`config.mk`:
```
export PLATFORM = sky130hd
export DESIGN_NAME = pfs_ctrl
export DESIGN_NICKNAME = d
export VERILOG_FILES = /design/src/hw/rtl/pfs_pkg.sv /design/src/hw/rtl/pfs_ctrl.sv
export SDC_FILE = /design/constraint.sdc
export NUM_CORES = 1
export LEC_CHECK = 0
export BUFFER_PORTS_ARGS = -buffer_cell sky130_fd_sc_hd__clkbuf_2
export CAP_MARGIN = 20
export CORE_AREA = 2 2 39 41
export DETAILED_ROUTE_END_ITERATION = 12
export DIE_AREA = 0 0 41 43
export PLACE_DENSITY = 0.64
export SKIP_CTS_REPAIR_TIMING = 1
export SYNTH_ARGS = -nofsm -noshare
export SYNTH_HDL_FRONTEND = slang
export SYNTH_SLANG_ARGS = --single-unit
```
`constraint.sdc`:
```
create_clock -name clock -period 3.15 [get_ports clock]
set_clock_uncertainty 0.2 [all_clocks]
set_input_delay 0.1575 -clock clock [delete_from_list [all_inputs] [get_ports clock]]
set_output_delay 0.1575 -clock clock [all_outputs]
set_load 0.01 [all_outputs]
```
`src/hw/rtl/pfs_pkg.sv`:
```
// Shared constants, codes and control types for the page frame free stack.
// No dependencies; imported by the controller, the datapath and the top level.
package pfs_pkg;

   localparam int STACK_DEPTH = 4096;
   localparam int PAGE_SHIFT  = 12;
   localparam int ADDR_BITS   = 48;

   localparam int FRAME_BITS  = ADDR_BITS - PAGE_SHIFT;
   localparam int PTR_BITS    = $clog2(STACK_DEPTH);
   localparam int COUNT_BITS  = PTR_BITS + 1;
   // frame numbers with one spare bit, so the top of the address space fits
   localparam int FRAME_XBITS = FRAME_BITS + 1;

   localparam logic [COUNT_BITS-1:0]  COUNT_FULL  = COUNT_BITS'(STACK_DEPTH);
   localparam logic [FRAME_XBITS-1:0] FRAME_LIMIT = FRAME_XBITS'(1) << FRAME_BITS;

   // request stream packing
   localparam int REQ_FIELD_BITS = 3 * ADDR_BITS + 1;
   localparam int REQ_DATA_BITS  = ((REQ_FIELD_BITS + 7) / 8) * 8;
   localparam int RSP_FIELD_BITS = ADDR_BITS + COUNT_BITS;
   localparam int RSP_DATA_BITS  = ((RSP_FIELD_BITS + 7) / 8) * 8;

   typedef enum logic [1:0] {
      FUNC_ADD   = 2'd0,
      FUNC_ALLOC = 2'd1,
      FUNC_FREE  = 2'd2,
      FUNC_NONE  = 2'd3
   } func_type;

   typedef enum logic [1:0] {
      ST_OK    = 2'd0,
      ST_EMPTY = 2'd1,
      ST_FULL  = 2'd2
   } status_type;

   typedef enum logic [2:0] {
      S_IDLE,
      S_DISPATCH,
      S_ADD_PREP,
      S_ADD_COUNT,
      S_ADD_RUN,
      S_FREE,
      S_POP_WAIT,
      S_RESP
   } state_type;

   // controller to datapath
   typedef struct packed {
      logic       accept;      // latch request fields
      logic       prep;        // round region bounds
      logic       count;       // work out number of frames
      logic       push_region; // push next region frame
      logic       push_free;   // push freed frame
      logic       pop;         // read top of stack, decrement
      logic       capture;     // take popped frame as result address
      logic       set_status;
      status_type status;
      logic       load_out;    // move result into output register
   } cmd_type;

   // datapath to controller
   typedef struct packed {
      func_type func;
      logic     usable;
      logic     full;
      logic     empty;
      logic     n_zero;
      logic     out_busy;
   } stat_type;

endpackage

```
`src/hw/rtl/pfs_ctrl.sv`:
```
// Sequencer for the page frame free stack: decodes each request and steps
// the datapath through it. Depends on pfs_pkg.
module pfs_ctrl
   import pfs_pkg::*;
(
   input  logic     clock,
   input  logic     reset,
   input  logic     req_fire,
   input  stat_type stat,
   output logic     req_ready,
   output cmd_type  cmd
);

   state_type state_ff, state_in;

   always_ff @(posedge clock) begin
      if (reset) begin
         state_ff <= S_IDLE;
      end else begin
         state_ff <= state_in;
      end
   end

   always_comb begin
      state_in   = state_ff;
      cmd        = '0;
      cmd.status = ST_OK;
      req_ready  = 1'b0;
      unique case (state_ff)
         S_IDLE: begin
            req_ready = 1'b1;
            if (req_fire) begin
               cmd.accept = 1'b1;
               state_in   = S_DISPATCH;
            end
         end
         S_DISPATCH: begin
            unique case (stat.func)
               FUNC_ADD:   state_in = stat.usable ? S_ADD_PREP : S_RESP;
               FUNC_FREE:  state_in = S_FREE;
               FUNC_ALLOC: begin
                  if (stat.empty) begin
                     cmd.set_status = 1'b1;
                     cmd.status     = ST_EMPTY;
                     state_in       = S_RESP;
                  end else begin
                     cmd.pop  = 1'b1;
                     state_in = S_POP_WAIT;
                  end
               end
               default:    state_in = S_RESP;
            endcase
         end
         S_ADD_PREP: begin
            cmd.prep = 1'b1;
            state_in = S_ADD_COUNT;
         end
         S_ADD_COUNT: begin
            cmd.count = 1'b1;
            state_in  = S_ADD_RUN;
         end
         S_ADD_RUN: begin
            // one frame a cycle until the region is done or the stack fills
            if (stat.n_zero) begin
               state_in = S_RESP;
            end else if (stat.full) begin
               cmd.set_status = 1'b1;
               cmd.status     = ST_FULL;
               state_in       = S_RESP;
            end else begin
               cmd.push_region = 1'b1;
            end
         end
         S_FREE: begin
            if (stat.full) begin
               cmd.set_status = 1'b1;
               cmd.status     = ST_FULL;
            end else begin
               cmd.push_free = 1'b1;
            end
            state_in = S_RESP;
         end
         S_POP_WAIT: begin
            cmd.capture = 1'b1;
            state_in    = S_RESP;
         end
         S_RESP: begin
            // hold until the output register is free
            if (!stat.out_busy) begin
               cmd.load_out = 1'b1;
               state_in     = S_IDLE;
            end
         end
         default: state_in = S_IDLE;
      endcase
   end

endmodule

```
==> impl_results.md <==
- Share of the synthesized area in the top cell type: 14.01%
- TritonCTS Buffers: 3
- Worst hold path stage count: 3
- H-tree depth: 1
- Clock latency at the later pin of the worst-skew pair: 0.23 ns
- Area leader, netlist: ha_1
- Critical-path top delay cell: dfxtp_1
- Kind of end point of the critical path: output pin
- Initial antenna violation count: 0
- CP Data Required Time: 2.79 ns
- Ports: 22
- Most flops, register: state_ff
- Ys Warns: 0
- Cell variety after synth: 33
- DRC Markers: 0
- RSZ-0062 raised after global routing: false
- Post-DRT Antenna Nets: 0
- Pwr Density: 696.3 nW/um^2
- # port buffers: 21
- Final instance area: 578.1 um^2
- Rel. slew slack: 67.50%
- Synth Area per Inst: 8.934 um^2
- Post-Route WL: 949 um
- Sequential fraction of the synthesis area: 13.45%
- FF+latch count, synth: 3
- Setup violators final: 0
- Die area: 1763 um^2
- Critical Path Start Type: register
- HP Start: stat[0]
- Fraction of layout cells with a size suffix above 1: 47.95%
- Hold crit path type: in -> reg
- MaxCap Viol Count: 0
- Largest fanout on the critical path: 15
- Starting Density: 32.28%
- Slew Limit Fails: 0
- Worst R2R Path Depth: 3
- Critical path arrival: 1.61 ns
- Worst-path cell chain: nor2_1, and4_2, or2_2, clkbuf_2
- Placed Instances: 84
- Post-Layout Cell Count: 89
- CTS Buffer Depth: 2
- Root Driver: clkbuf_4
- Grt ovf: 0
- Largest regs: state_ff: 3 flops
- Met2 wire length: 457 um
- Post-placement cell area: 541.8 um^2
- Total power: 0.4025 mW
- Die X: 41 um
- WL met1: 433 um
- Die span in y: 43 um
- Hpwl dp: 762.8 um
- WP buf/inv: 1
- WS Path Type: reg -> out
- Largest stage delay, worst path: 0.59 ns
- Highest metal used: met3
- Tmin final: 1.963 ns
- DR WL met3: 58 um
- # rows: 14
- Fmax achieved: 509.5 MHz
- Global-route wire length before repair: 1483 um
- Core footprint: 1384 um^2
- Synthesized cell area: 446.7 um^2
- Vias in the first global route: 389
- NumNets Final: 89
- Cell leakage power: 0.2869 nW
- DR iter-0 viols: 4
- Syn Inst Count: 50
- Via count: 456
- Drt via density: 5.124
- Max FFs per register: 3
- Global-route total usage across every layer: 12.31%
- Synth top area cells: ha_1 14%, dfxtp_1 13%, buf_6 5.0%
- Largest net degree at the start of global routing: 16
- Critical R2R Launch: state_ff[0]
- Peak supply drop: 0.3391 mV
- Period utilisation layout: 62.31%
- # diodes: 0
- Run status: finished, final reports clean
- Avg WL per Cell: 10.66 um
- CTS sink count: 3
- Initial DRT Pass Iterations: 2
- GP Congestion: 0.6862
- Fillers: 151
- Mapped Nets: 65
- Worst-path clk slew: 0.04 ns
- Crit-path leading delay family: simple AND/OR/NAND/NOR gates
- Critical Path Source: state_ff[2]
- Setup TNS: 0 ns
- TritonCTS clock tree: done
- Worst Max-Slew Pin Slew: 0.4868 ns
- CP Depth: 4
- Final Hold Fails: 0
- P&R area growth vs syn: 29.41%
[through the flow]
| stage | utilization, % | setup slack (ns) | hold WS, ns |
|---|---|---|---|
| floorplan | - | 1.710 | 0.02536 |
| finish | 41.77 | 1.187 | 0.09256 |
| global route | 41.77 | 1.059 | 0.1088 |
| global placement | 39.15 | 1.450 | 0.1886 |
| CTS | 41.05 | 1.165 | -0.05632 |
| detailed placement | 39.15 | 1.415 | 0.1887 |
[cells in the final DEF, fill, tap and decap left out, types with 2 or more instances in the layout]
master / n
dfxtp_1: 3
and2_1: 2
clkbuf_2: 21
nand2b_1: 2
clkbuf_4: 3
ha_1: 5
a21oi_1: 2
inv_1: 3
nor2_1: 5
nor3b_1: 2
[tightest hold or removal path: stages]
cell,delay [ns]
clkbuf_2,0.11
nand4_1,0.13
a2111oi_2,0.08
[power breakdown]
| part | internal [mW] | switching (mW) |
|---|---|---|
| combinational | 0.111 | 0.0991 |
| sequential | 0.0566 | 0.0683 |
| clock | 0.0475 | 0.0202 |
| total | 0.215 | 0.188 |
[logic make-up (layout without fill, tap and decap cells)]
logic type               after synthesis  after routing  share of synthesized area [%]
AO/OA/AOI/OAI                         10             10                          22.69
flip-flops                             3              3                          13.45
buffers and inverters                  6             29                          9.244
adder cells (fa/ha/maj)                5              5                          14.01
AND/OR/NAND/NOR                       26             26                          40.62
[synth_stat cells, drive strengths merged]
| master | n |
|---|---|
| a2111oi | 1 |
| a211o | 1 |
| a211oi | 1 |
| a21oi | 2 |
| a311oi | 1 |
| a31o | 1 |
| and2 | 3 |
| and2b | 2 |
| and3 | 1 |
| and4 | 2 |
| buf | 3 |
| dfxtp | 3 |
| ha | 5 |
| inv | 3 |
| nand2 | 2 |
| nand2b | 2 |
| nand3 | 1 |
| nand3b | 1 |
| nand4 | 1 |
| nor2 | 5 |
| nor3 | 1 |
| nor3b | 3 |
| nor4 | 1 |
| o21bai | 1 |
| o31ai | 1 |
| o41ai | 1 |
| or2 | 1 |
[path summary, 6_finish.rpt]
check / end / slack (ns)
setup reg to reg: state_ff[2] / 1.59
hold / removal: state_ff[0] / 0.09
setup / recovery: cmd[3] / 1.19
hold reg to reg: state_ff[2] / 0.52
[final cells by class]
type                            instances  area [um^2]  area share (%)
Clock buffer                            4        26.28           4.545
Inverter                                3        11.26           1.948
Multi-Input combinational cell         41        345.3           59.74
Sequential cell                         3        60.06           10.39
Tap cell                               16        20.02           3.463
Timing Repair Buffer                   22        115.1           19.91
[per-layer routing]
layer  track usage, %  up-vias
met4            8.000        0
met5                0        -
met1            14.01      213
met3            3.141        0
met2            19.06       14
li1                 -      229
(Power assumes the default switching activity.)
